$ cat config.mk
export PLATFORM = sky130hd
export DESIGN_NAME = ntc_table_interpolator_unit
export DESIGN_NICKNAME = d
export VERILOG_FILES = /design/src/rtl/ntc_pkg.sv /design/src/rtl/ntc_search.sv /design/src/rtl/ntc_div.sv /design/src/rtl/ntc_table_interpolator_unit.sv
export SDC_FILE = /design/constraint.sdc
export NUM_CORES = 2
export LEC_CHECK = 0
export ABC_AREA = 0
export BUFFER_PORTS_ARGS = -buffer_cell sky130_fd_sc_hd__buf_2
export CORE_MARGIN = 4
export CORE_UTILIZATION = 55
export CTS_CLUSTER_DIAMETER = 100
export DETAILED_ROUTE_END_ITERATION = 10
export PLACE_DENSITY_LB_ADDON = 0.3
export SYNTH_ARGS = -nofsm -noshare
export SYNTH_HDL_FRONTEND = slang
export SYNTH_SLANG_ARGS = --single-unit
$ cat constraint.sdc
create_clock -name i_clk -period 16.69 [get_ports i_clk]
set_input_delay 1.669 -clock i_clk [delete_from_list [all_inputs] [get_ports i_clk]]
set_output_delay 1.669 -clock i_clk [all_outputs]
set_load 0.005 [all_outputs]
$ cat src/rtl/ntc_pkg.sv
// Shared constants, types and register codes for the NTC table interpolator.
package ntc_pkg;

    localparam int TABLE_DEPTH_DEF = 32;
    localparam int ADC_BITS_DEF    = 10;

    localparam int OFFSET_W   = 12;
    localparam int STEP_W     = 10;
    localparam int EU_W       = 6;
    localparam int TIDX_W     = 5;
    localparam int CFG_IDX_W  = 2;
    localparam int CFG_DATA_W = 12;
    localparam int TEMP_W     = 16;

    localparam int DIV_BPS    = 2;
    localparam int DIV_STAGES = (STEP_W + DIV_BPS - 1) / DIV_BPS;

    localparam logic signed [OFFSET_W-1:0] OFFSET_RST = '0;
    localparam logic [STEP_W-1:0]          STEP_RST   = 10'd50;
    localparam logic [EU_W-1:0]            EU_RST     = 6'd32;

    localparam logic signed [TEMP_W-1:0] TEMP_MAX = 16'sh7FFF;
    localparam logic signed [TEMP_W-1:0] TEMP_MIN = 16'sh8000;

    typedef enum logic [CFG_IDX_W-1:0] {
        CFG_TEMP_OFFSET  = 2'd0,
        CFG_TEMP_STEP    = 2'd1,
        CFG_ENTRIES_USED = 2'd2
    } t_cfg_idx;

    typedef enum logic {
        CMD_LOAD    = 1'b0,
        CMD_CONVERT = 1'b1
    } t_cmd;

    typedef struct packed {
        logic signed [OFFSET_W-1:0] offset;
        logic [STEP_W-1:0]          step;
        logic [EU_W-1:0]            entries;
    } t_cfg;

endpackage

$ cat src/rtl/ntc_search.sv
// Calibration table storage and first-entry search with neighbor fetch.
module ntc_search
    import ntc_pkg::*;
#(
    parameter int TABLE_DEPTH = TABLE_DEPTH_DEF,
    parameter int ADC_BITS    = ADC_BITS_DEF,
    parameter int IDX_W       = (TABLE_DEPTH > 1) ? $clog2(TABLE_DEPTH) : 1
) (
    input  logic                i_clk,
    input  logic                i_rst_n,
    input  logic                i_load_en,
    input  logic [TIDX_W-1:0]   i_load_index,
    input  logic [ADC_BITS-1:0] i_load_value,
    input  logic                i_conv_valid,
    input  logic [ADC_BITS-1:0] i_sample,
    input  t_cfg                i_cfg,
    output logic                o_ready,
    output logic                o_valid,
    input  logic                i_ready,
    output logic [IDX_W-1:0]    o_index,
    output logic [ADC_BITS-1:0] o_hi,
    output logic [ADC_BITS-1:0] o_lo,
    output logic [ADC_BITS-1:0] o_sample,
    output logic                o_oor
);

    localparam int AW = (IDX_W > TIDX_W) ? IDX_W : TIDX_W;
    localparam int CW = ((EU_W > IDX_W) ? EU_W : IDX_W) + 2;

    logic [ADC_BITS-1:0] r_table [TABLE_DEPTH];
    logic [AW-1:0]       load_addr;
    logic                load_hit;

    logic                r_s1_valid;
    logic [ADC_BITS-1:0] r_s1_sample;

    logic [TABLE_DEPTH-1:0] used;
    logic [TABLE_DEPTH-1:0] ge;
    logic [TABLE_DEPTH-1:0] first;
    logic [ADC_BITS-1:0]    n_hi;
    logic [ADC_BITS-1:0]    n_lo;
    logic [IDX_W-1:0]       n_idx;
    logic                   n_oor;

    logic                r_s2_valid;
    logic [IDX_W-1:0]    r_s2_index;
    logic [ADC_BITS-1:0] r_s2_hi;
    logic [ADC_BITS-1:0] r_s2_lo;
    logic [ADC_BITS-1:0] r_s2_sample;
    logic                r_s2_oor;
    logic                s2_free;

    assign load_addr = AW'(i_load_index);
    assign load_hit  = i_load_en && ({1'b0, load_addr} < (AW + 1)'(TABLE_DEPTH));

    always_ff @(posedge i_clk) begin
        for (int k = 0; k < TABLE_DEPTH; k++) begin
            if (!i_rst_n) begin
                r_table[k] <= '0;
            end else if (load_hit && (load_addr == AW'(k))) begin
                r_table[k] <= i_load_value;
            end
        end
    end

    assign s2_free = !r_s2_valid || i_ready;
    assign o_ready = !r_s1_valid || s2_free;

    always_ff @(posedge i_clk) begin
        if (!i_rst_n) begin
            r_s1_valid <= 1'b0;
        end else if (o_ready) begin
            r_s1_valid <= i_conv_valid;
        end
    end

    always_ff @(posedge i_clk) begin
        if (o_ready && i_conv_valid) begin
            r_s1_sample <= i_sample;
        end
    end

    always_comb begin
        for (int k = 0; k < TABLE_DEPTH; k++) begin
            used[k] = CW'(i_cfg.entries) > CW'(k);
            ge[k]   = used[k] && (r_s1_sample >= r_table[k]);
        end
    end

    // isolate the lowest qualifying entry
    assign first = ge & (~ge + TABLE_DEPTH'(1));

    always_comb begin
        n_hi  = '0;
        n_lo  = '0;
        n_idx = '0;
        for (int k = 0; k < TABLE_DEPTH; k++) begin
            if (first[k]) begin
                n_lo  = n_lo | r_table[k];
                n_idx = n_idx | IDX_W'(k);
            end
        end
        for (int k = 1; k < TABLE_DEPTH; k++) begin
            if (first[k]) begin
                n_hi = n_hi | r_table[k-1];
            end
        end
        n_oor = (ge == '0) || first[0];
    end

    always_ff @(posedge i_clk) begin
        if (!i_rst_n) begin
            r_s2_valid <= 1'b0;
        end else if (s2_free) begin
            r_s2_valid <= r_s1_valid;
        end
    end

    always_ff @(posedge i_clk) begin
        if (s2_free && r_s1_valid) begin
            r_s2_index  <= n_idx;
            r_s2_hi     <= n_hi;
            r_s2_lo     <= n_lo;
            r_s2_sample <= r_s1_sample;
            r_s2_oor    <= n_oor;
        end
    end

    assign o_valid  = r_s2_valid;
    assign o_index  = r_s2_index;
    assign o_hi     = r_s2_hi;
    assign o_lo     = r_s2_lo;
    assign o_sample = r_s2_sample;
    assign o_oor    = r_s2_oor;

endmodule

$ cat src/rtl/ntc_div.sv
// Pipelined restoring divider producing a quotient known to fit STEP_W bits.
module ntc_div
    import ntc_pkg::*;
#(
    parameter int DEN_W  = ADC_BITS_DEF,
    parameter int SIDE_W = 1
) (
    input  logic                      i_clk,
    input  logic                      i_rst_n,
    input  logic                      i_valid,
    output logic                      o_ready,
    input  logic [DEN_W+STEP_W-1:0]   i_dividend,
    input  logic [DEN_W-1:0]          i_divisor,
    input  logic [SIDE_W-1:0]         i_side,
    output logic                      o_valid,
    input  logic                      i_ready,
    output logic [STEP_W-1:0]         o_quot,
    output logic [SIDE_W-1:0]         o_side
);

    logic                r_v    [DIV_STAGES];
    logic [DEN_W-1:0]    r_rem  [DIV_STAGES];
    logic [DEN_W-1:0]    r_den  [DIV_STAGES];
    logic [STEP_W-1:0]   r_low  [DIV_STAGES];
    logic [STEP_W-1:0]   r_q    [DIV_STAGES];
    logic [SIDE_W-1:0]   r_side [DIV_STAGES];

    logic                st_v    [DIV_STAGES];
    logic [DEN_W-1:0]    st_rem  [DIV_STAGES];
    logic [DEN_W-1:0]    st_den  [DIV_STAGES];
    logic [STEP_W-1:0]   st_low  [DIV_STAGES];
    logic [STEP_W-1:0]   st_q    [DIV_STAGES];
    logic [SIDE_W-1:0]   st_side [DIV_STAGES];

    logic                free   [DIV_STAGES];

    genvar s;
    generate
        for (s = 0; s < DIV_STAGES; s++) begin : g_stage
            logic [DEN_W-1:0]  n_rem;
            logic [STEP_W-1:0] n_low;
            logic [STEP_W-1:0] n_q;

            if (s == 0) begin : g_head
                assign st_v[s]    = i_valid;
                assign st_rem[s]  = i_dividend[DEN_W+STEP_W-1:STEP_W];
                assign st_den[s]  = i_divisor;
                assign st_low[s]  = i_dividend[STEP_W-1:0];
                assign st_q[s]    = '0;
                assign st_side[s] = i_side;
            end else begin : g_body
                assign st_v[s]    = r_v[s-1];
                assign st_rem[s]  = r_rem[s-1];
                assign st_den[s]  = r_den[s-1];
                assign st_low[s]  = r_low[s-1];
                assign st_q[s]    = r_q[s-1];
                assign st_side[s] = r_side[s-1];
            end

            if (s == DIV_STAGES - 1) begin : g_last
                assign free[s] = !r_v[s] || i_ready;
            end else begin : g_mid
                assign free[s] = !r_v[s] || free[s+1];
            end

            always_comb begin
                logic [DEN_W:0] trial;
                n_rem = st_rem[s];
                n_low = st_low[s];
                n_q   = st_q[s];
                for (int b = 0; b < DIV_BPS; b++) begin
                    if ((s * DIV_BPS + b) < STEP_W) begin
                        trial = {n_rem, n_low[STEP_W-1]};
                        n_low = n_low << 1;
                        if (trial >= {1'b0, st_den[s]}) begin
                            trial = trial - {1'b0, st_den[s]};
                            n_q   = {n_q[STEP_W-2:0], 1'b1};
                        end else begin
                            n_q   = {n_q[STEP_W-2:0], 1'b0};
                        end
                        n_rem = trial[DEN_W-1:0];
                    end
                end
            end

            always_ff @(posedge i_clk) begin
                if (!i_rst_n) begin
                    r_v[s] <= 1'b0;
                end else if (free[s]) begin
                    r_v[s] <= st_v[s];
                end
            end

            always_ff @(posedge i_clk) begin
                if (free[s] && st_v[s]) begin
                    r_rem[s]  <= n_rem;
                    r_den[s]  <= st_den[s];
                    r_low[s]  <= n_low;
                    r_q[s]    <= n_q;
                    r_side[s] <= st_side[s];
                end
            end
        end
    endgenerate

    assign o_ready = free[0];
    assign o_valid = r_v[DIV_STAGES-1];
    assign o_quot  = r_q[DIV_STAGES-1];
    assign o_side  = r_side[DIV_STAGES-1];

endmodule

$ cat src/rtl/ntc_table_interpolator_unit.sv
// NTC thermistor table interpolator: ADC sample to temperature in tenths of a degree.
//
// Input channel (i_in_valid / o_in_stall) carries one word per item: i_cmd selects a
// table load (i_table_index, i_table_value) or a conversion of i_adc_sample. A load
// writes the calibration table at the accepting edge and gives no result word; a
// load beyond the table depth is dropped. A conversion gives one result word on the
// output channel (o_out_valid / i_out_stall): o_temperature_tenths, saturated to
// 16-bit signed, and o_out_of_range, with the temperature held at zero when set.
// Configuration: i_cfg_wr_en writes i_cfg_data into register i_cfg_index
// (0 temp offset, 1 temp step, 2 entries used); write only while the unit is idle.
// Pipeline: input stage, parallel table compare and neighbor fetch, slope multiply, a
// 5-stage divider retiring 2 quotient bits per stage, and the output register. It
// takes one word per cycle while i_out_stall is low.
// Reset clears the table to zero, sets offset 0, step 50, entries used 32, and empties
// the pipeline. While i_out_stall is high the output holds and other stages only fill
// bubbles; o_in_stall rises once the pipeline is full. No word is lost or repeated.
module ntc_table_interpolator_unit
    import ntc_pkg::*;
#(
    parameter int TABLE_DEPTH = TABLE_DEPTH_DEF,
    parameter int ADC_BITS    = ADC_BITS_DEF
) (
    input  logic                     i_clk,
    input  logic                     i_rst_n,
    input  logic                     i_in_valid,
    output logic                     o_in_stall,
    input  logic                     i_cmd,
    input  logic [TIDX_W-1:0]        i_table_index,
    input  logic [ADC_BITS-1:0]      i_table_value,
    input  logic [ADC_BITS-1:0]      i_adc_sample,
    output logic                     o_out_valid,
    input  logic                     i_out_stall,
    output logic signed [TEMP_W-1:0] o_temperature_tenths,
    output logic                     o_out_of_range,
    input  logic                     i_cfg_wr_en,
    input  logic [CFG_IDX_W-1:0]     i_cfg_index,
    input  logic [CFG_DATA_W-1:0]    i_cfg_data
);

    localparam int IDX_W  = (TABLE_DEPTH > 1) ? $clog2(TABLE_DEPTH) : 1;
    localparam int SUM_A  = IDX_W + STEP_W + 2;
    localparam int SUM_W  = (SUM_A > TEMP_W + 1) ? SUM_A : TEMP_W + 1;
    localparam int PROD_W = ADC_BITS + STEP_W;
    localparam int SIDE_W = SUM_W + 1;

    t_cfg r_cfg;

    logic in_accept;
    logic srch_ready;
    logic srch_valid;
    logic [IDX_W-1:0]    srch_index;
    logic [ADC_BITS-1:0] srch_hi;
    logic [ADC_BITS-1:0] srch_lo;
    logic [ADC_BITS-1:0] srch_sample;
    logic                srch_oor;

    logic [ADC_BITS-1:0]       n_num;
    logic [ADC_BITS-1:0]       n_den;
    logic [PROD_W-1:0]         n_prod;
    logic [IDX_W-1:0]          n_im1;
    logic [IDX_W+STEP_W-1:0]   n_bprod;
    logic signed [SUM_W-1:0]   n_base;

    logic                    r_s3_valid;
    logic [ADC_BITS-1:0]     r_s3_den;
    logic [PROD_W-1:0]       r_s3_prod;
    logic signed [SUM_W-1:0] r_s3_base;
    logic                    r_s3_oor;
    logic                    s3_free;

    logic                    div_ready;
    logic                    div_valid;
    logic [STEP_W-1:0]       div_quot;
    logic [SIDE_W-1:0]       div_side;
    logic signed [SUM_W-1:0] div_base;
    logic                    div_oor;

    logic signed [SUM_W-1:0]  n_sum;
    logic signed [SUM_W-1:0]  sat_hi;
    logic signed [SUM_W-1:0]  sat_lo;
    logic signed [TEMP_W-1:0] n_temp;

    logic                     r_out_valid;
    logic signed [TEMP_W-1:0] r_out_temp;
    logic                     r_out_oor;
    logic                     out_free;

    always_ff @(posedge i_clk) begin
        if (!i_rst_n) begin
            r_cfg.offset  <= OFFSET_RST;
            r_cfg.step    <= STEP_RST;
            r_cfg.entries <= EU_RST;
        end else if (i_cfg_wr_en) begin
            case (t_cfg_idx'(i_cfg_index))
                CFG_TEMP_OFFSET:  r_cfg.offset  <= i_cfg_data[OFFSET_W-1:0];
                CFG_TEMP_STEP:    r_cfg.step    <= i_cfg_data[STEP_W-1:0];
                CFG_ENTRIES_USED: r_cfg.entries <= i_cfg_data[EU_W-1:0];
                default: ;
            endcase
        end
    end

    assign o_in_stall = !srch_ready;
    assign in_accept  = i_in_valid && srch_ready;

    ntc_search #(
        .TABLE_DEPTH (TABLE_DEPTH),
        .ADC_BITS    (ADC_BITS),
        .IDX_W       (IDX_W)
    ) u_search (
        .i_clk        (i_clk),
        .i_rst_n      (i_rst_n),
        .i_load_en    (in_accept && (t_cmd'(i_cmd) == CMD_LOAD)),
        .i_load_index (i_table_index),
        .i_load_value (i_table_value),
        .i_conv_valid (in_accept && (t_cmd'(i_cmd) == CMD_CONVERT)),
        .i_sample     (i_adc_sample),
        .i_cfg        (r_cfg),
        .o_ready      (srch_ready),
        .o_valid      (srch_valid),
        .i_ready      (s3_free),
        .o_index      (srch_index),
        .o_hi         (srch_hi),
        .o_lo         (srch_lo),
        .o_sample     (srch_sample),
        .o_oor        (srch_oor)
    );

    always_comb begin
        n_num   = srch_hi - srch_sample;
        n_den   = srch_hi - srch_lo;
        n_prod  = PROD_W'(n_num) * PROD_W'(r_cfg.step);
        n_im1   = srch_index - IDX_W'(1);
        n_bprod = (IDX_W + STEP_W)'(n_im1) * (IDX_W + STEP_W)'(r_cfg.step);
        n_base  = $signed(SUM_W'(n_bprod)) + SUM_W'(r_cfg.offset);
    end

    assign s3_free = !r_s3_valid || div_ready;

    always_ff @(posedge i_clk) begin
        if (!i_rst_n) begin
            r_s3_valid <= 1'b0;
        end else if (s3_free) begin
            r_s3_valid <= srch_valid;
        end
    end

    always_ff @(posedge i_clk) begin
        if (s3_free && srch_valid) begin
            r_s3_den  <= n_den;
            r_s3_prod <= n_prod;
            r_s3_base <= n_base;
            r_s3_oor  <= srch_oor;
        end
    end

    ntc_div #(
        .DEN_W  (ADC_BITS),
        .SIDE_W (SIDE_W)
    ) u_div (
        .i_clk      (i_clk),
        .i_rst_n    (i_rst_n),
        .i_valid    (r_s3_valid),
        .o_ready    (div_ready),
        .i_dividend (r_s3_prod),
        .i_divisor  (r_s3_den),
        .i_side     ({r_s3_oor, r_s3_base}),
        .o_valid    (div_valid),
        .i_ready    (out_free),
        .o_quot     (div_quot),
        .o_side     (div_side)
    );

    assign div_base = $signed(div_side[SUM_W-1:0]);
    assign div_oor  = div_side[SUM_W];

    assign sat_hi = SUM_W'(TEMP_MAX);
    assign sat_lo = SUM_W'(TEMP_MIN);

    always_comb begin
        n_sum = $signed(SUM_W'(div_quot)) + div_base;
        if (div_oor) begin
            n_temp = '0;
        end else if (n_sum > sat_hi) begin
            n_temp = TEMP_MAX;
        end else if (n_sum < sat_lo) begin
            n_temp = TEMP_MIN;
        end else begin
            n_temp = n_sum[TEMP_W-1:0];
        end
    end

    assign out_free = !r_out_valid || !i_out_stall;

    always_ff @(posedge i_clk) begin
        if (!i_rst_n) begin
            r_out_valid <= 1'b0;
        end else if (out_free) begin
            r_out_valid <= div_valid;
        end
    end

    always_ff @(posedge i_clk) begin
        if (out_free && div_valid) begin
            r_out_temp <= n_temp;
            r_out_oor  <= div_oor;
        end
    end

    assign o_out_valid          = r_out_valid;
    assign o_temperature_tenths = r_out_temp;
    assign o_out_of_range       = r_out_oor;

endmodule

==> impl_results.md <==
* Initial Util at between 50 and 60%
* Pwr dens at between 90 and 100 nW/um^2
* Syn nets at around 5200
* Rows at about 110
* Via density at approximately 6.3
* Crit Path Max Fanout at 10
* #FFs+latches synth at just under 700
* Hold Path Class: reg2reg
* Pin slew with the least headroom to its limit at 1.220 ns
* Number of global-route vias before repair at between 30000 and 40000
* WL final at roughly 160000 um
* Fraction of layout cells with a size suffix above 1 at approximately 8.8%
* Post-synth EDFFs at 655
* Slew Limit Fails at 0
* Initial antenna violation count at 13
* Terminus of the critical flop-to-flop path: r_s3_prod[19]
* Leak at approximately 22 nW
* Slowest stage cell, crit path: xor2_1
* FF-to-FF setup slack at roughly 9 ns
* Synth warn at 0
* Die height at 302.6 um
* Die ar. at roughly 92000 um^2
* Failing checks: DRC
* WHS Path Cells at 0
* CP Launch Type: flip-flop
* Most used DFF post-synth: edfxtp_1
* Post-synth cell types at 97
* Total core area at between 80000 and 90000 um^2
* CTS resizes at 0
* Fmax at ~130 MHz
* Wire length per cell at ~27 um
* Setup TNS Final at 0 ns
* CTS root buf: clkbuf_16
* DRC at 1
* Max-cap violations at 0
* Biggest area consumer among synthesized cells: edfxtp_1
* Post-Syn Area per Cell at roughly 11 um^2
* IO Port Bufs at between 60 and 70
* Cells after Synth at 4486
* Post-synth ARST share at 0%
* CP Data Arrival Time at 8.28 ns
* Post-synth top area share at about 40%
* Crit path kind: reg2reg
* Worst slew margin at between 10% and 20%
* Final hold vios at 0
* Area grow syn2layout at 9.282%
* RSZ-0062 raised after global routing: false
* Crit-path most repeated cell: fa_1
* Hpwl dp at 116100 um
* I/O pin total at 64
* Synth area leaders: edfxtp_1, ha_1, and2_1, inv_1, fa_1
* Cts hold-fix bufs at 0
* Final setup violation count at 0
* Nets@finish at 5265
* Seq/Total Area, Yosys at a little over two fifths
* CTS tree: yes
* Tcrit/Tclk final at about 47%
* Largest net degree at the start of global routing at 61
* Drt pass-1 iters at 11
* Clock Tree Buf Depth at 3
* Largest stage delay on the critical path at roughly 0.67 ns
* Final Skew at roughly 0.028 ns
* Min Clock Period, post-route at approximately 8 ns
* Reg2reg start: u_search.o_hi[1]
* DR iter-0 viols at 4577
* Worst Hold End: u_div.r_q[2][3]
* Status: finished with violations
* Antenna-violating nets left at 0
* Worst VDD drop at between 80 and 90 uV
* Final Cell Area at between 50000 and 60000 um^2
* RD Place Congestion at around 1.1
* GR Util All Layers at 34.03%
* Routed via count at ~37000
* CP required at approximately 17 ns
* Hold Crit Start: u_div.r_q[1][1]
* Die W at a little over 300 um
* CP Capture Type: flip-flop
* H-Tree Depth at 3
* First-pass GRT wire length at approximately 230000 um
* Placed cell areas at about 50000 um^2
* Clk_lat worst skew at ~0.7 ns
* Cts bufs inserted at between 70 and 80
* Gr ovfl total at 0
* Worst-path clk slew at approximately 0.07 ns
* Num Clock Sinks at 688
* Setup bufs post-CTS at 0
* Netlist Area Pre-Place at roughly 48000 um^2
* R2r worst-path depth at 26
-- per-stage QoR --
step / cells / total power, mW / setup slack (ns) / hold slack [ns] / util, %
6_report: 5784 / 4.851 / 8.838 / 0.4143 / 60.86
5_1_grt: 5783 / 5.056 / 8.035 / 0.4208 / 60.86
3_3_place_gp: 5642 / 3.137 / 9.139 / 0.4017 / 57.93
3_5_place_dp: 5642 / 3.166 / 8.868 / 0.4045 / 57.93
4_1_cts: 5783 / 4.851 / 8.858 / 0.4184 / 60.86
2_1_floorplan: 4486 / 2.791 / 9.883 / 0.4003 / -
-- Yosys cell counts, drive strengths merged, types with 16 or more instances --
cell type and n:
edfxtp 655, ha 543, inv 534, and2 398
nand2 314, a21oi 193, o21ai 182, nor2 168
fa 99, nor2b 99, clkbuf 95, a22oi 87
xnor2 85, mux2 71, nand4 71, a21o 64
nand3 62, buf 51, nand2b 51, xor2 49
a222oi 40, a22o 40, a211oi 33, dfxtp 33
nor3 33, a21boi 29, o21a 26, a221oi 25
mux2i 25, and3 24, a31oi 22, a221o 21
nor4 21, o21bai 19, a2111oi 16
-- sequential cells by signal, summed over array words and instances, names as in the netlist, 5 cells and up --
register,cells
r_cfg,28
u_div.r_side,90
o_temperature_tenths,16
r_s3_prod,20
u_search.o_sample,10
u_search.r_table,320
u_search.o_hi,10
u_div.r_q,30
u_div.r_den,40
r_s3_den,10
u_search.o_index,5
u_search.o_lo,10
u_div.r_rem,40
u_search.r_s1_sample,10
u_div.r_low,20
u_div.r_v,5
r_s3_base,17
-- metal layers --
metal  vias to the layer above  part of all wire, %  GRT usage, %
met5                         -                0.032             0
met4                        10                  7.0         19.33
met3                       533                  9.5         6.161
met2                      1917                   46         55.30
met1                     17830                   38         43.06
li1                      16380                    -             -
-- critical path: cells and delay by family, from the launching register on --
family | cells | cell delay (ns)
AO/OA/AOI/OAI | 12 | 2.92
buffers and inverters | 3 | 0.15
adder cells (fa/ha/maj) | 7 | 3.07
XOR/XNOR | 2 | 0.76
AND/OR/NAND/NOR | 2 | 0.23
flip-flops | 1 | 0.48
-- how the worst max path moves through the flow --
| stage | from | end | slack [ns] | depth (start not counted) |
|---|---|---|---|---|
| 3_3_place_gp | u_search.o_hi[1] | r_s3_prod[19] | 9.14 | 26 |
| 6_report | u_search.o_hi[1] | r_s3_prod[19] | 8.84 | 26 |
| 4_1_cts | u_search.o_hi[1] | r_s3_prod[19] | 8.86 | 26 |
| 5_1_grt | u_search.o_hi[1] | r_s3_prod[19] | 8.04 | 26 |
| 3_5_place_dp | u_search.o_hi[1] | r_s3_prod[19] | 8.87 | 26 |
| 2_1_floorplan | u_search.o_hi[1] | r_s3_prod[19] | 9.88 | 26 |
-- logic make-up after synthesis --
group | count (synthesis) | share of synthesized area, %
DFF | 688 | 42.60
xor gates and xnor gates | 134 | 2.459
adders and majority gates | 642 | 18.39
AOI/OAI and AO/OA | 933 | 13.66
muxes | 96 | 2.200
buffers and inverters | 680 | 5.611
and+or+nand+nor | 1313 | 15.08
-- cell usage in the layout (no fill, tap or decap), types with 22 or more instances in the layout --
master	count
edfxtp_1	655
ha_1	543
inv_1	534
and2_1	396
nand2_1	313
a21oi_1	193
o21ai_0	173
nor2_1	168
fa_1	99
nor2b_1	96
buf_4	95
a22oi_1	86
xnor2_1	85
clkbuf_16	78
nand4_1	71
mux2_2	71
a21o_1	64
buf_2	63
nand3_1	61
nand2b_1	51
xor2_1	49
a222oi_1	40
a22o_1	40
a211oi_1	33
dfxtp_1	33
nor3_1	31
o21a_1	26
a21boi_0	25
mux2i_1	25
and3_1	24
a221oi_1	22
-- where the power goes --
part / switching (mW) / internal (mW) / leakage [nW] / total [mW]
Clock: 0.754 / 0.936 / 1.20 / 1.69
Combinational: 0.679 / 0.422 / 14.6 / 1.10
Sequential: 0.0837 / 1.98 / 6.37 / 2.06
Total: 1.52 / 3.33 / 22.1 / 4.85
-- final cells by class --
| type | instances | area, um^2 |
|---|---|---|
| fillers | 7015 | 33530 |
| multi-input cells | 3118 | 24840 |
| flip-flops and latches | 688 | 20330 |
| inverters | 534 | 2004 |
| clock buffers | 87 | 1986 |
| well taps | 1144 | 1431 |
| repair buffers | 158 | 1028 |
| clock inverters | 54 | 524.3 |
| diodes | 1 | 2.502 |
Note: power is estimated with default switching activity, not from simulation.
